===== src/sv/double_ended_record_queue_macros.svh =====
// Assertion macros for the double-ended record queue.
// Used by the RTL files in this folder; no other dependencies.
`ifndef DOUBLE_ENDED_RECORD_QUEUE_MACROS_SVH
`define DOUBLE_ENDED_RECORD_QUEUE_MACROS_SVH
`ifndef SYNTHESIS
// Check a condition at every clock edge outside reset.
`define DERQ_ASSERT_ALWAYS(label, clk, rst, cond) \
  label: assert property (@(posedge clk) disable iff (rst) (cond)) \
    else $error("queue invariant violated");
// Check that the consequent holds in the same cycle as the antecedent.
`define DERQ_ASSERT_IMPLY(label, clk, rst, ante, cons) \
  label: assert property (@(posedge clk) disable iff (rst) (ante) |-> (cons)) \
    else $error("queue same-cycle check failed");
// Check that the consequent holds in the cycle after the antecedent.
`define DERQ_ASSERT_NEXT(label, clk, rst, ante, cons) \
  label: assert property (@(posedge clk) disable iff (rst) (ante) |=> (cons)) \
    else $error("queue next-cycle check failed");
`else
`define DERQ_ASSERT_ALWAYS(label, clk, rst, cond)
`define DERQ_ASSERT_IMPLY(label, clk, rst, ante, cons)
`define DERQ_ASSERT_NEXT(label, clk, rst, ante, cons)
`endif
`endif


===== src/sv/derq_pkg.sv =====
// Shared types and constants for the double-ended record queue.
// No dependencies; imported by the RAM and the top level.
package derq_pkg;

  localparam int ID_W      = 32;
  localparam int SAL_W     = 31;
  localparam int REC_W     = ID_W + SAL_W;
  localparam int CMD_W     = 3;
  localparam int POS_W     = 4;
  localparam int CNT_W     = 5;
  localparam int LIST_MAX  = 16;
  localparam int LEFT_W    = $clog2(LIST_MAX);
  localparam int DEPTH_DEF = 16;

  typedef enum logic [CMD_W-1:0] {
    CMD_PUSH_FRONT = 3'd0,
    CMD_PUSH_BACK  = 3'd1,
    CMD_POP_FRONT  = 3'd2,
    CMD_POP_BACK   = 3'd3,
    CMD_LIST       = 3'd4
  } cmd_t;

  typedef enum logic [1:0] {
    ST_OK    = 2'd0,
    ST_EMPTY = 2'd1,
    ST_FULL  = 2'd2
  } status_t;

  typedef enum logic [1:0] {
    S_IDLE,
    S_EXEC,
    S_READ,
    S_LIST
  } state_t;

endpackage


===== src/sv/derq_ram.sv =====
// Generic single-write, single-read synchronous RAM with registered read.
// Depends on derq_pkg for default sizes.
module derq_ram #(
  parameter int WIDTH = derq_pkg::REC_W,
  parameter int DEPTH = derq_pkg::DEPTH_DEF,
  localparam int AW   = $clog2(DEPTH)
) (
  input  logic             clk,
  input  logic             we,
  input  logic [AW-1:0]    waddr,
  input  logic [WIDTH-1:0] wdata,
  input  logic             re,
  input  logic [AW-1:0]    raddr,
  output logic [WIDTH-1:0] rdata
);
  import derq_pkg::*;

  logic [WIDTH-1:0] mem [DEPTH];

  // Write one entry, read one entry; hold read data when idle
  always_ff @(posedge clk) begin
    if (we) begin
      mem[waddr] <= wdata;
    end
    if (re) begin
      rdata <= mem[raddr];
    end
  end

endmodule


===== src/sv/double_ended_record_queue.sv =====
// Each accepted command is held and run in S_EXEC. Push, and any command on an empty
// queue, loads its beat from S_EXEC; pop reads the record RAM in S_EXEC and loads its
// beat from S_READ. A list reads the front entry in S_EXEC, then streams up to LIST_MAX
// entries from S_LIST, one beat per cycle while the output is not stalled.
// Reset (rst, synchronous) empties the queue: front pointer and occupancy clear,
// record RAM contents are left as they are and never read before written.
`include "double_ended_record_queue_macros.svh"

module double_ended_record_queue #(
  parameter int DEPTH = derq_pkg::DEPTH_DEF
) (
  input  logic                        clk,
  input  logic                        rst,
  input  logic                        in_valid,
  output logic                        in_stall,
  input  logic [derq_pkg::CMD_W-1:0]  command,
  input  logic [derq_pkg::ID_W-1:0]   record_id,
  input  logic [derq_pkg::SAL_W-1:0]  record_salary,
  output logic                        out_valid,
  input  logic                        out_stall,
  output logic [1:0]                  status,
  output logic [derq_pkg::ID_W-1:0]   out_id,
  output logic [derq_pkg::SAL_W-1:0]  out_salary,
  output logic [derq_pkg::POS_W-1:0]  position,
  output logic [derq_pkg::CNT_W-1:0]  entry_count,
  output logic                        last
);
  import derq_pkg::*;

  localparam int AW = $clog2(DEPTH);
  localparam int OW = $clog2(DEPTH + 1);

  // Ring slot of base + off, with base < DEPTH and off <= DEPTH
  function automatic logic [AW-1:0] wrap_add(logic [AW-1:0] base, logic [AW:0] off);
    logic [AW:0] sum;
    sum = {1'b0, base} + off;
    if (sum >= (AW+1)'(DEPTH)) begin
      sum = sum - (AW+1)'(DEPTH);
    end
    return sum[AW-1:0];
  endfunction

  state_t              state, state_next;
  logic [CMD_W-1:0]    cmd;
  logic [ID_W-1:0]     rec_id;
  logic [SAL_W-1:0]    rec_sal;
  logic [AW-1:0]       fp, fp_next;
  logic [OW-1:0]       occ, occ_next;
  logic [AW-1:0]       lp, lp_next;
  logic [POS_W-1:0]    idx, idx_next;
  logic [LEFT_W-1:0]   list_left, list_left_next;

  logic                out_free, out_load;
  logic [1:0]          res_status;
  logic [ID_W-1:0]     res_id;
  logic [SAL_W-1:0]    res_sal;
  logic [POS_W-1:0]    res_pos;
  logic [CNT_W-1:0]    res_cnt;
  logic                res_last;

  logic                wr_en, rd_en;
  logic [AW-1:0]       wr_addr, rd_addr;
  logic [REC_W-1:0]    rd_data;

  logic                is_push, is_pop, is_list, is_front, full, empty;
  logic [AW-1:0]       fp_inc, fp_dec, lp_inc;

  assign out_free = !out_valid || !out_stall;
  assign in_stall = (state != S_IDLE);

  // Decode the held command
  assign is_push  = (cmd == CMD_PUSH_FRONT) || (cmd == CMD_PUSH_BACK);
  assign is_pop   = (cmd == CMD_POP_FRONT) || (cmd == CMD_POP_BACK);
  assign is_list  = (cmd == CMD_LIST);
  assign is_front = (cmd == CMD_PUSH_FRONT) || (cmd == CMD_POP_FRONT);
  assign full     = (occ == OW'(DEPTH));
  assign empty    = (occ == '0);
  assign fp_inc   = wrap_add(fp, (AW+1)'(1));
  assign fp_dec   = (fp == '0) ? AW'(DEPTH - 1) : fp - AW'(1);
  assign lp_inc   = wrap_add(lp, (AW+1)'(1));

  // Record store
  derq_ram #(
    .WIDTH (REC_W),
    .DEPTH (DEPTH)
  ) u_ram (
    .clk   (clk),
    .we    (wr_en),
    .waddr (wr_addr),
    .wdata ({rec_id, rec_sal}),
    .re    (rd_en),
    .raddr (rd_addr),
    .rdata (rd_data)
  );

  // Next state
  always_comb begin
    state_next = state;
    case (state)
      S_IDLE: begin
        if (in_valid) state_next = S_EXEC;
      end
      S_EXEC: begin
        if (is_push || ((is_pop || is_list) && empty)) begin
          if (out_free) state_next = S_IDLE;
        end else if (is_pop) begin
          state_next = S_READ;
        end else if (is_list) begin
          state_next = S_LIST;
        end else begin
          state_next = S_IDLE;
        end
      end
      S_READ: begin
        if (out_free) state_next = S_IDLE;
      end
      S_LIST: begin
        if (out_free && list_left == '0) state_next = S_IDLE;
      end
      default: state_next = S_IDLE;
    endcase
  end

  // Memory access, pointer update and result forming
  always_comb begin
    wr_en          = 1'b0;
    wr_addr        = is_front ? fp_dec : wrap_add(fp, (AW+1)'(occ));
    rd_en          = 1'b0;
    rd_addr        = fp;
    fp_next        = fp;
    occ_next       = occ;
    lp_next        = lp;
    idx_next       = idx;
    list_left_next = list_left;
    out_load       = 1'b0;
    res_status     = ST_OK;
    res_id         = '0;
    res_sal        = '0;
    res_pos        = '0;
    res_cnt        = CNT_W'(occ);
    res_last       = 1'b1;
    case (state)
      S_EXEC: begin
        if (is_push) begin
          if (out_free) begin
            out_load = 1'b1;
            if (full) begin
              res_status = ST_FULL;
            end else begin
              wr_en    = 1'b1;
              occ_next = occ + OW'(1);
              res_cnt  = CNT_W'(occ + OW'(1));
              if (is_front) fp_next = fp_dec;
            end
          end
        end else if ((is_pop || is_list) && empty) begin
          if (out_free) begin
            out_load   = 1'b1;
            res_status = ST_EMPTY;
            res_cnt    = '0;
          end
        end else if (is_pop) begin
          // Read the removed entry and retire it now
          rd_en    = 1'b1;
          rd_addr  = is_front ? fp : wrap_add(fp, (AW+1)'(occ - OW'(1)));
          occ_next = occ - OW'(1);
          if (is_front) fp_next = fp_inc;
        end else if (is_list) begin
          // Start the walk at the front entry
          rd_en    = 1'b1;
          rd_addr  = fp;
          lp_next  = fp;
          idx_next = '0;
          if (32'(occ) >= LIST_MAX) begin
            list_left_next = LEFT_W'(LIST_MAX - 1);
          end else begin
            list_left_next = LEFT_W'(occ - OW'(1));
          end
        end
      end
      S_READ: begin
        if (out_free) begin
          out_load = 1'b1;
          res_id   = rd_data[REC_W-1 -: ID_W];
          res_sal  = rd_data[SAL_W-1:0];
        end
      end
      S_LIST: begin
        if (out_free) begin
          out_load = 1'b1;
          res_id   = rd_data[REC_W-1 -: ID_W];
          res_sal  = rd_data[SAL_W-1:0];
          res_pos  = idx;
          res_last = (list_left == '0);
          // Advance to the next entry
          if (list_left != '0) begin
            rd_en          = 1'b1;
            rd_addr        = lp_inc;
            lp_next        = lp_inc;
            idx_next       = idx + POS_W'(1);
            list_left_next = list_left - LEFT_W'(1);
          end
        end
      end
      default: begin
      end
    endcase
  end

  // Control registers
  always_ff @(posedge clk) begin
    if (rst) begin
      state <= S_IDLE;
      fp    <= '0;
      occ   <= '0;
    end else begin
      state <= state_next;
      fp    <= fp_next;
      occ   <= occ_next;
    end
  end

  // Hold the accepted command and walk state
  always_ff @(posedge clk) begin
    if (state == S_IDLE && in_valid) begin
      cmd     <= command;
      rec_id  <= record_id;
      rec_sal <= record_salary;
    end
    lp        <= lp_next;
    idx       <= idx_next;
    list_left <= list_left_next;
  end

  // Output beat register
  always_ff @(posedge clk) begin
    if (rst) begin
      out_valid <= 1'b0;
    end else if (out_free) begin
      out_valid <= out_load;
    end
  end

  always_ff @(posedge clk) begin
    if (out_load) begin
      status      <= res_status;
      out_id      <= res_id;
      out_salary  <= res_sal;
      position    <= res_pos;
      entry_count <= res_cnt;
      last        <= res_last;
    end
  end

  `DERQ_ASSERT_ALWAYS(a_occ_bound, clk, rst, occ <= OW'(DEPTH))
  `DERQ_ASSERT_NEXT(a_push_grows, clk, rst, state == S_EXEC && is_push && !full && out_free, occ == $past(occ) + OW'(1))
  `DERQ_ASSERT_NEXT(a_list_ends, clk, rst, state == S_LIST && out_free && list_left == '0, out_valid && last && state == S_IDLE)
  `DERQ_ASSERT_IMPLY(a_no_write_in_read, clk, rst, state == S_READ || state == S_LIST, !wr_en)

endmodule

===== config.mk =====
export PLATFORM = sky130hd
export DESIGN_NAME = double_ended_record_queue
export DESIGN_NICKNAME = d
export VERILOG_FILES = /design/src/sv/derq_pkg.sv /design/src/sv/derq_ram.sv /design/src/sv/double_ended_record_queue.sv
export VERILOG_INCLUDE_DIRS = /design/src /design/src/sv
export SDC_FILE = /design/constraint.sdc
export NUM_CORES = 1
export LEC_CHECK = 0
export BUFFER_PORTS_ARGS = -buffer_cell sky130_fd_sc_hd__clkbuf_2
export CAP_MARGIN = 30
export CORE_UTILIZATION = 56
export DETAILED_ROUTE_END_ITERATION = 10
export PLACE_DENSITY_LB_ADDON = 0.25
export SYNTH_ARGS = -nofsm -noshare
export SYNTH_HDL_FRONTEND = slang
export SYNTH_SLANG_ARGS = --single-unit

===== constraint.sdc =====
create_clock -name clk -period 5.3 [get_ports clk]
set_input_delay 1.06 -clock clk [delete_from_list [all_inputs] [get_ports clk]]
set_output_delay 1.06 -clock clk [all_outputs]
set_load 0.005 [all_outputs]

==> summary.txt, run 1 <==
CLOCK NETWORK
-------------------------------------------------------------------------------------
Post-CTS Setup Bufs                                                                 0
Clock tree sinks                                                                 1236
Root Buffer                                                                 clkbuf_16
Number of gates resized after CTS                                                   0
Clock Tree Buf Depth                                                                3
CTS tree                                                                        built
Clock Pin Slew Worst Setup and Hold Paths                                       60 ps
TritonCTS buffer count                                                            120
Cts-stage hold buffer count                                                         0
Clock insertion delay at the later pin of the skew report                      700 ps
CTS H-tree lvls                                                                     3

PLACEMENT
-------------------------------------------------------------------------------------
Half-perimeter wire length after detailed placement                          56070 um
Port-buffer cells                                                                 146
Placer Congestion                                                              0.8111

ROUTE
-------------------------------------------------------------------------------------
Via density per instance                                                        6.030
Count of TritonRoute iterations in the first routing pass                           5
Detail Route Antenna Nets                                                           0
Iteration-0 DRC count of the detailed router                                     2426
Routed length per instance                                                   26.02 um
Count of unresolved DRC violations after routing                                    0
Vias post-DR                                                                    25130
Routed Wire Length                                                          108400 um

TIMING
-------------------------------------------------------------------------------------
Max-slew violation count                                                            0
Hold violation total from the final report                                          0
Count of endpoints failing setup in the final report                                0
Least-Margin Pin Slew                                                         1005 ps
Final worst-path cycle share                                                   76.30%
Max Fclk                                                                    247.3 MHz
Worst Clk Skew                                                               41.71 ps
Final setup TNS                                                                  0 ps
Worst slew margin                                                              32.08%
RSZ-0062 raised after global routing                                               no
Final period demand of the worst path                                         4044 ps

STATUS
-------------------------------------------------------------------------------------
Status                                                                      completed

YOSYS
-------------------------------------------------------------------------------------
Warnings from Yosys                                                                 0
Synth Cell Area                                                            48360 um^2
Average cell area after synthesis                                          17.75 um^2
Post-Syn Nets                                                                    2812
Predominant post-synthesis flop cell                                         edfxtp_1
Post-synth EDFFs                                                                 1224
Async S/R FF share, synth                                                          0%
Sequential cell area fraction in the yosys report                              76.49%
#FFs+latches synth                                                               1236
Cell variety after synth                                                           61
Post-Syn Instances                                                               2725

FINAL LAYOUT
-------------------------------------------------------------------------------------
Most frequent standard cell in the layout excluding fill and tap cells       edfxtp_1
ANT cells                                                                           0
Post-layout util                                                               64.67%
Layout Area Growth over Synthesis                                              14.21%
Most frequent cells in the layout                                        edfxtp_1 (1224), mux2i_1 (503), nand2_1 (158)
Number of nets in the layout                                                     3014
Ratio of cells with drive above 1 in the final layout                          18.58%

SETUP PATH
-------------------------------------------------------------------------------------
Top fanout value on the critical path                                              52
Arrival time at the worst endpoint                                            4480 ps
CP peak stage delay                                                            700 ps
Worst Setup End Kind                                                        flip-flop
Critical path data required time                                              5740 ps
Most frequent cell on the critical path                                      o221ai_1
Startpoint class of the critical path                                       flip-flop
Slowest-stage cell, CP                                                        a21oi_4
Path type of the worst setup path                                          reg -> reg
Cells traversed along the worst timing path                              inv_1 > ha_1 > or4b_1 > and2_1 > a31oi_1 > o221ai_1 > a21oi_4 > buf_12 > a22oi_1 > o221ai_1

FLOORPLAN
-------------------------------------------------------------------------------------
Number of placement rows                                                          107
DIE WIDTH                                                                    295.9 um
Starting density of the core                                                   56.62%
Number of top-level design ports                                                  147
Height of the die                                                            295.9 um
Standard cell core area                                                    85410 um^2
Die footprint                                                              87540 um^2

GRT
-------------------------------------------------------------------------------------
All-Layer GR Usage                                                             24.85%
Largest net degree at the start of global routing                                  95
Number of antenna violations at the first check in global routing                   0
Grt ovf                                                                             0
Wire length of the first global-routing pass                                158900 um
Via count of the first global-routing pass                                      24910

MIN PATH
-------------------------------------------------------------------------------------
Tightest Hold Check Type                                                    in -> reg

POWER AND IR DROP
-------------------------------------------------------------------------------------
Peak VDD IR                                                                 0.3020 mV
Static leakage                                                               17.54 nW
Total power divided by cell area                                         374.1 nW/um^2

RUN
-------------------------------------------------------------------------------------
Max-capacitance violation count                                                     0

-- critical path, delay by kind of cell (launching register included) --
kind | cells | cell delay (ps)
compound gates | 5 | 1700
simple gates | 2 | 860
buf+inv | 2 | 640
flops | 1 | 410
fa+ha+maj | 1 | 190
-- flip-flops by register name (all words and copies together) (netlist names), 5 cells and up --
| name | flops |
|---|---|
| entry_count | 5 |
| occ | 5 |
| out_id | 32 |
| out_salary | 31 |
| rec_id | 32 |
| rec_sal | 31 |
| u_ram.mem | 1008 |
| u_ram.rdata | 63 |
-- worst paths after layout --
kind                              from                         to  cells after the start  slack [ps]
max                occ[0]$_SDFFE_PP0P_  u_ram.rdata[59]$_DFFE_PP_                     10        1260
min                      record_id[19]       rec_id[19]$_DFFE_PP_                      1         530
max reg2reg        occ[0]$_SDFFE_PP0P_  u_ram.rdata[59]$_DFFE_PP_                     10        1260
min reg2reg  u_ram.rdata[52]$_DFFE_PP_   out_id[21]$_SDFFCE_PN0P_                      1         550
-- logic make-up (layout without fill, tap and decap cells) --
logic type / Yosys count / count (layout) / share of synthesized area, %
flops: 1236 / 1236 / 76.49
mux: 629 / 629 / 13.34
compound gates: 334 / 334 / 4.507
simple gates: 325 / 325 / 3.174
buf+inv: 170 / 469 / 1.757
fa+ha+maj: 17 / 17 / 0.4708
xor+xnor: 14 / 14 / 0.2535
-- area by class of cell --
class | instances | area (um^2)
Inverter | 16 | 60.06
Tap cell | 1144 | 1431
Multi-Input combinational cell | 1319 | 10720
Sequential cell | 1236 | 37000
Fill cell | 5829 | 30180
Clock inverter | 74 | 878.3
Timing Repair Buffer | 234 | 1987
Clock buffer | 145 | 3161
-- through the flow --
step | hold slack, ps | instance area [um^2] | worst slack, ps | total power [mW] | std cells
after floorplan | 527.9 | 48360 | 239.1 | 11.83 | 2725
after global placement | 531.8 | 51170 | 950.1 | 12.13 | 3948
after detailed placement | 540.0 | 51200 | 915.3 | 12.17 | 3949
after CTS | 498.0 | 55240 | 1329 | 20.76 | 4168
after global routing | 517.7 | 55240 | 1080 | 21.23 | 4168
final | 532.5 | 55240 | 1256 | 20.66 | 4168
-- cell usage after synthesis (3+ instances only) --
cell	n	share of area [%]
or2_2	3	0.039
ha_1	15	0.39
o221ai_1	63	1.1
clkbuf_1	85	0.66
mux2i_1	503	10
xor2_1	5	0.091
o21ai_0	24	0.25
nor3_1	8	0.083
dfxtp_1	12	0.50
nand2_1	159	1.2
nand4_1	4	0.052
and2_1	4	0.052
a211oi_1	6	0.093
o211ai_1	6	0.093
nand3_1	15	0.16
a31oi_1	3	0.039
o21a_1	3	0.047
inv_1	16	0.12
buf_6	15	0.35
edfxtp_1	1224	76
nor2_1	41	0.32
buf_1	5	0.039
buf_4	15	0.23
a21oi_1	23	0.24
and3_1	68	0.88
o21ai_1	124	1.3
a22oi_1	64	0.99
nor2b_1	5	0.065
buf_2	34	0.35
xnor2_1	9	0.16
mux2_2	126	2.9
nor3b_1	3	0.047
-- report_power, final --
group,internal (mW),total [mW],switching (mW)
logic,0.353,0.884,0.531
clock network,5.15,8.70,3.55
registers,10.9,11.1,0.165
-- per-layer routing --
metal | track usage, % | vias up | routed length [um]
li1 | - | 11170 | -
met1 | 34.39 | 12820 | 45300
met2 | 41.50 | 966 | 53550
met3 | 3.298 | 187 | 7000
met4 | 7.140 | 0 | 2585
met5 | 0 | - | 0
Power figures use the tool's default switching activity.
==> inputs of run 2 (changes only) <==
- clock period: 5.3 -> 3.5 ns (I/O delays scaled with it)
==> run 2 against run 1 <==
  * Final area rose by 1.0%
  * Sequential share of layout area decreased by 0.67 points
  * Sequential power grew 51%
  * Core utilization up 0.65 points
  * Non-clock buffer count grew 60
  * Critical path depth is 3 lower
  * Largest cell class unchanged
  * Clock power up 44%
  * Total power rose by 49%
  * Count of clock-buffer cells in the layout is 2 lower
  * Register-to-register slack worse by 1100 ps
==> summary.txt, run 2 (synthesized netlist as in run 1, its figures left out) <==
SETUP PATH
-------------------------------------------------------------------------------------
Worst Setup End Kind                                                        flip-flop
Crit path buf inv count                                                             1
Startpoint class of the critical path                                       flip-flop
Top cell family by delay on the critical path                            simple AND/OR/NAND/NOR gates
Arrival time at the worst endpoint                                            3720 ps
Internal reg-to-reg setup slack                                                160 ps
Reg2Reg Launch Point                                                     cmd[1]$_DFFE_PP_
Slowest-stage cell, CP                                                         nor2_4
Top fanout value on the critical path                                              14
Critical path data required time                                              3880 ps
Reg-to-Reg End                                                           u_ram.mem[15][9]$_DFFE_PP_
Path depth of the worst reg2reg path                                                7
Path type of the worst setup path                                          reg -> reg
Cells traversed along the worst timing path                              or2_2 > nor2_1 > nand3_1 > nor2b_1 > nand2_1 > nor2_4 > buf_12
CP peak stage delay                                                            550 ps

FLOORPLAN
-------------------------------------------------------------------------------------
Die footprint                                                              87540 um^2
Number of top-level design ports                                                  147
Number of placement rows                                                          107
Starting density of the core                                                   56.62%
DIE WIDTH                                                                    295.9 um
Height of the die                                                            295.9 um
Standard cell core area                                                    85410 um^2

TIMING
-------------------------------------------------------------------------------------
Max Fclk                                                                    299.5 MHz
Final critical-path setup slack                                              160.6 ps
Final period demand of the worst path                                         3339 ps
Hold violation total from the final report                                          0
Worst hold margin                                                            171.9 ps
Worst slew margin                                                              43.37%
Worst Clk Skew                                                               28.05 ps
Least-Margin Pin Slew                                                        844.4 ps
Max-slew violation count                                                            0
RSZ-0062 raised after global routing                                               no
Final setup TNS                                                                  0 ps
Count of endpoints failing setup in the final report                                0
Final worst-path cycle share                                                   95.41%

ROUTE
-------------------------------------------------------------------------------------
Count of unresolved DRC violations after routing                                    0
Via density per instance                                                        5.957
Detail Route Antenna Nets                                                           0
Vias post-DR                                                                    25190
Iteration-0 DRC count of the detailed router                                     2301
Routed Wire Length                                                          108100 um
Count of TritonRoute iterations in the first routing pass                           5
Routed length per instance                                                   25.55 um

POWER AND IR DROP
-------------------------------------------------------------------------------------
Switching power of the nets                                                  6.411 mW
Peak VDD IR                                                                 0.4364 mV
Static leakage                                                               17.85 nW
Part of the total power dissipated in combinational logic                        4.6%
Switching share of power                                                       20.87%
Clk network pwr share                                                           40.8%
Total power divided by cell area                                         550.5 nW/um^2
Internal portion of total power                                              24.30 mW
Part of the total power dissipated in sequential elements                       54.6%

CLOCK NETWORK
-------------------------------------------------------------------------------------
Root Buffer                                                                 clkbuf_16
Clock Pin Slew Worst Setup and Hold Paths                                       60 ps
Clock insertion delay at the later pin of the skew report                      700 ps
CTS H-tree lvls                                                                     3
Cts-stage hold buffer count                                                         0
CTS tree                                                                        built
TritonCTS buffer count                                                            119
Clock Tree Buf Depth                                                                3
Clock tree sinks                                                                 1236

GRT
-------------------------------------------------------------------------------------
Via count of the first global-routing pass                                      25280
Wire length of the first global-routing pass                                158900 um
Number of antenna violations at the first check in global routing                   0
Largest net degree at the start of global routing                                  78
All-Layer GR Usage                                                             24.78%
Grt ovf                                                                             0

PLACEMENT
-------------------------------------------------------------------------------------
Worst-case setup slack after placement                                       161.7 ps
Placer Congestion                                                              0.8782
Half-perimeter wire length after detailed placement                          58390 um
Port-buffer cells                                                                 146

FINAL LAYOUT
-------------------------------------------------------------------------------------
Ratio of cells with drive above 1 in the final layout                          20.06%
Registers with the highest flip-flop counts                              u_ram.mem: 1008 flops, u_ram.rdata: 63 flops
Layout Area Growth over Synthesis                                              15.36%
Top reg by flops                                                            u_ram.mem
Number of nets in the layout                                                     3073
ANT cells                                                                           0
Most frequent cells in the layout                                        edfxtp_1 (1224), mux2i_1 (503), nand2_1 (158)
Multi-input combinational cell area                                        10730 um^2
Number of flip-flops in the largest register                                     1008
Number of filler instances in the final layout                                   5749
Area taken by flip-flops and latches                                       37000 um^2
Most frequent standard cell in the layout excluding fill and tap cells       edfxtp_1

STATUS
-------------------------------------------------------------------------------------
Status                                                                      completed

RUN
-------------------------------------------------------------------------------------
Max-capacitance violation count                                                     0

MIN PATH
-------------------------------------------------------------------------------------
Startpoint of the tightest hold check path                               record_id[11]
WHS Path Cells                                                                      1
Tightest Hold Check Type                                                    in -> reg
Destination of the worst hold path                                       rec_id[11]$_DFFE_PP_

[run 2: cell count changes in the layout (fill, tap and decap cells not counted), moves of 2 or more]
| cell | change |
|---|---|
| clkinvlp_4 | -2 |
| clkinv_1 | +6 |
| clkinv_8 | +2 |
| buf_12 | +27 |
| clkinv_2 | +7 |
| clkbuf_16 | -2 |
| buf_4 | +34 |
| clkinv_4 | -2 |
| bufinv_16 | -7 |
[run 2: cell type report]
type                    instances  area share, %
inverters                      16         0.1076
repair buffers                294          4.938
flip-flops and latches       1236          66.31
multi-input cells            1319          19.24
clock inverters                77          1.267
well taps                    1144          2.565
clock buffers                 143          5.575
[run 2: routing by layer]
metal | track usage, % | wire length, um
met5 | 0 | 0
met4 | 6.938 | 2400
met3 | 3.665 | 6761
met2 | 41.26 | 53410
met1 | 34.22 | 45490
[run 2: through the flow]
stage                     area (um^2)  util [%]  total power, mW  cells
after floorplan                 48500         -            17.92   2725
final                           55790     65.32            30.71   4229
after global placement          51940     60.81            18.42   4007
after CTS                       55760     65.28            30.86   4227
after detailed placement        51940     60.81            18.47   4007
after global routing            55790     65.32            31.57   4229
[run 2: worst max-delay path by stage]
stage | from | end | slack, ps | cells after the start
after floorplan | out_stall | u_ram.rdata[0]$_DFFE_PP_ | 90 | 5
after global placement | occ[1]$_SDFFE_PP0P_ | u_ram.rdata[37]$_DFFE_PP_ | 240 | 9
after detailed placement | occ[1]$_SDFFE_PP0P_ | u_ram.rdata[19]$_DFFE_PP_ | 160 | 10
after CTS | occ[0]$_SDFFE_PP0P_ | u_ram.rdata[12]$_DFFE_PP_ | 70 | 10
after global routing | occ[0]$_SDFFE_PP0P_ | u_ram.rdata[37]$_DFFE_PP_ | 2 | 13
final | cmd[1]$_DFFE_PP_ | u_ram.mem[15][9]$_DFFE_PP_ | 160 | 7
[run 2: power by group through the flow]
stage	Sequential [mW]	Clock [mW]	Combinational, mW
final	16.8	12.5	1.41
after global routing	16.8	13.3	1.52
after CTS	16.8	12.7	1.40
after detailed placement	17.1	0	1.39
after global placement	17.1	0	1.37
after floorplan	17.0	0	0.930
[run 2: repair_timing]
item / in CTS / in global routing
resized for setup: 0 / 2
setup endpoints to repair: 0 / 11
buffers inserted: 0 / 2
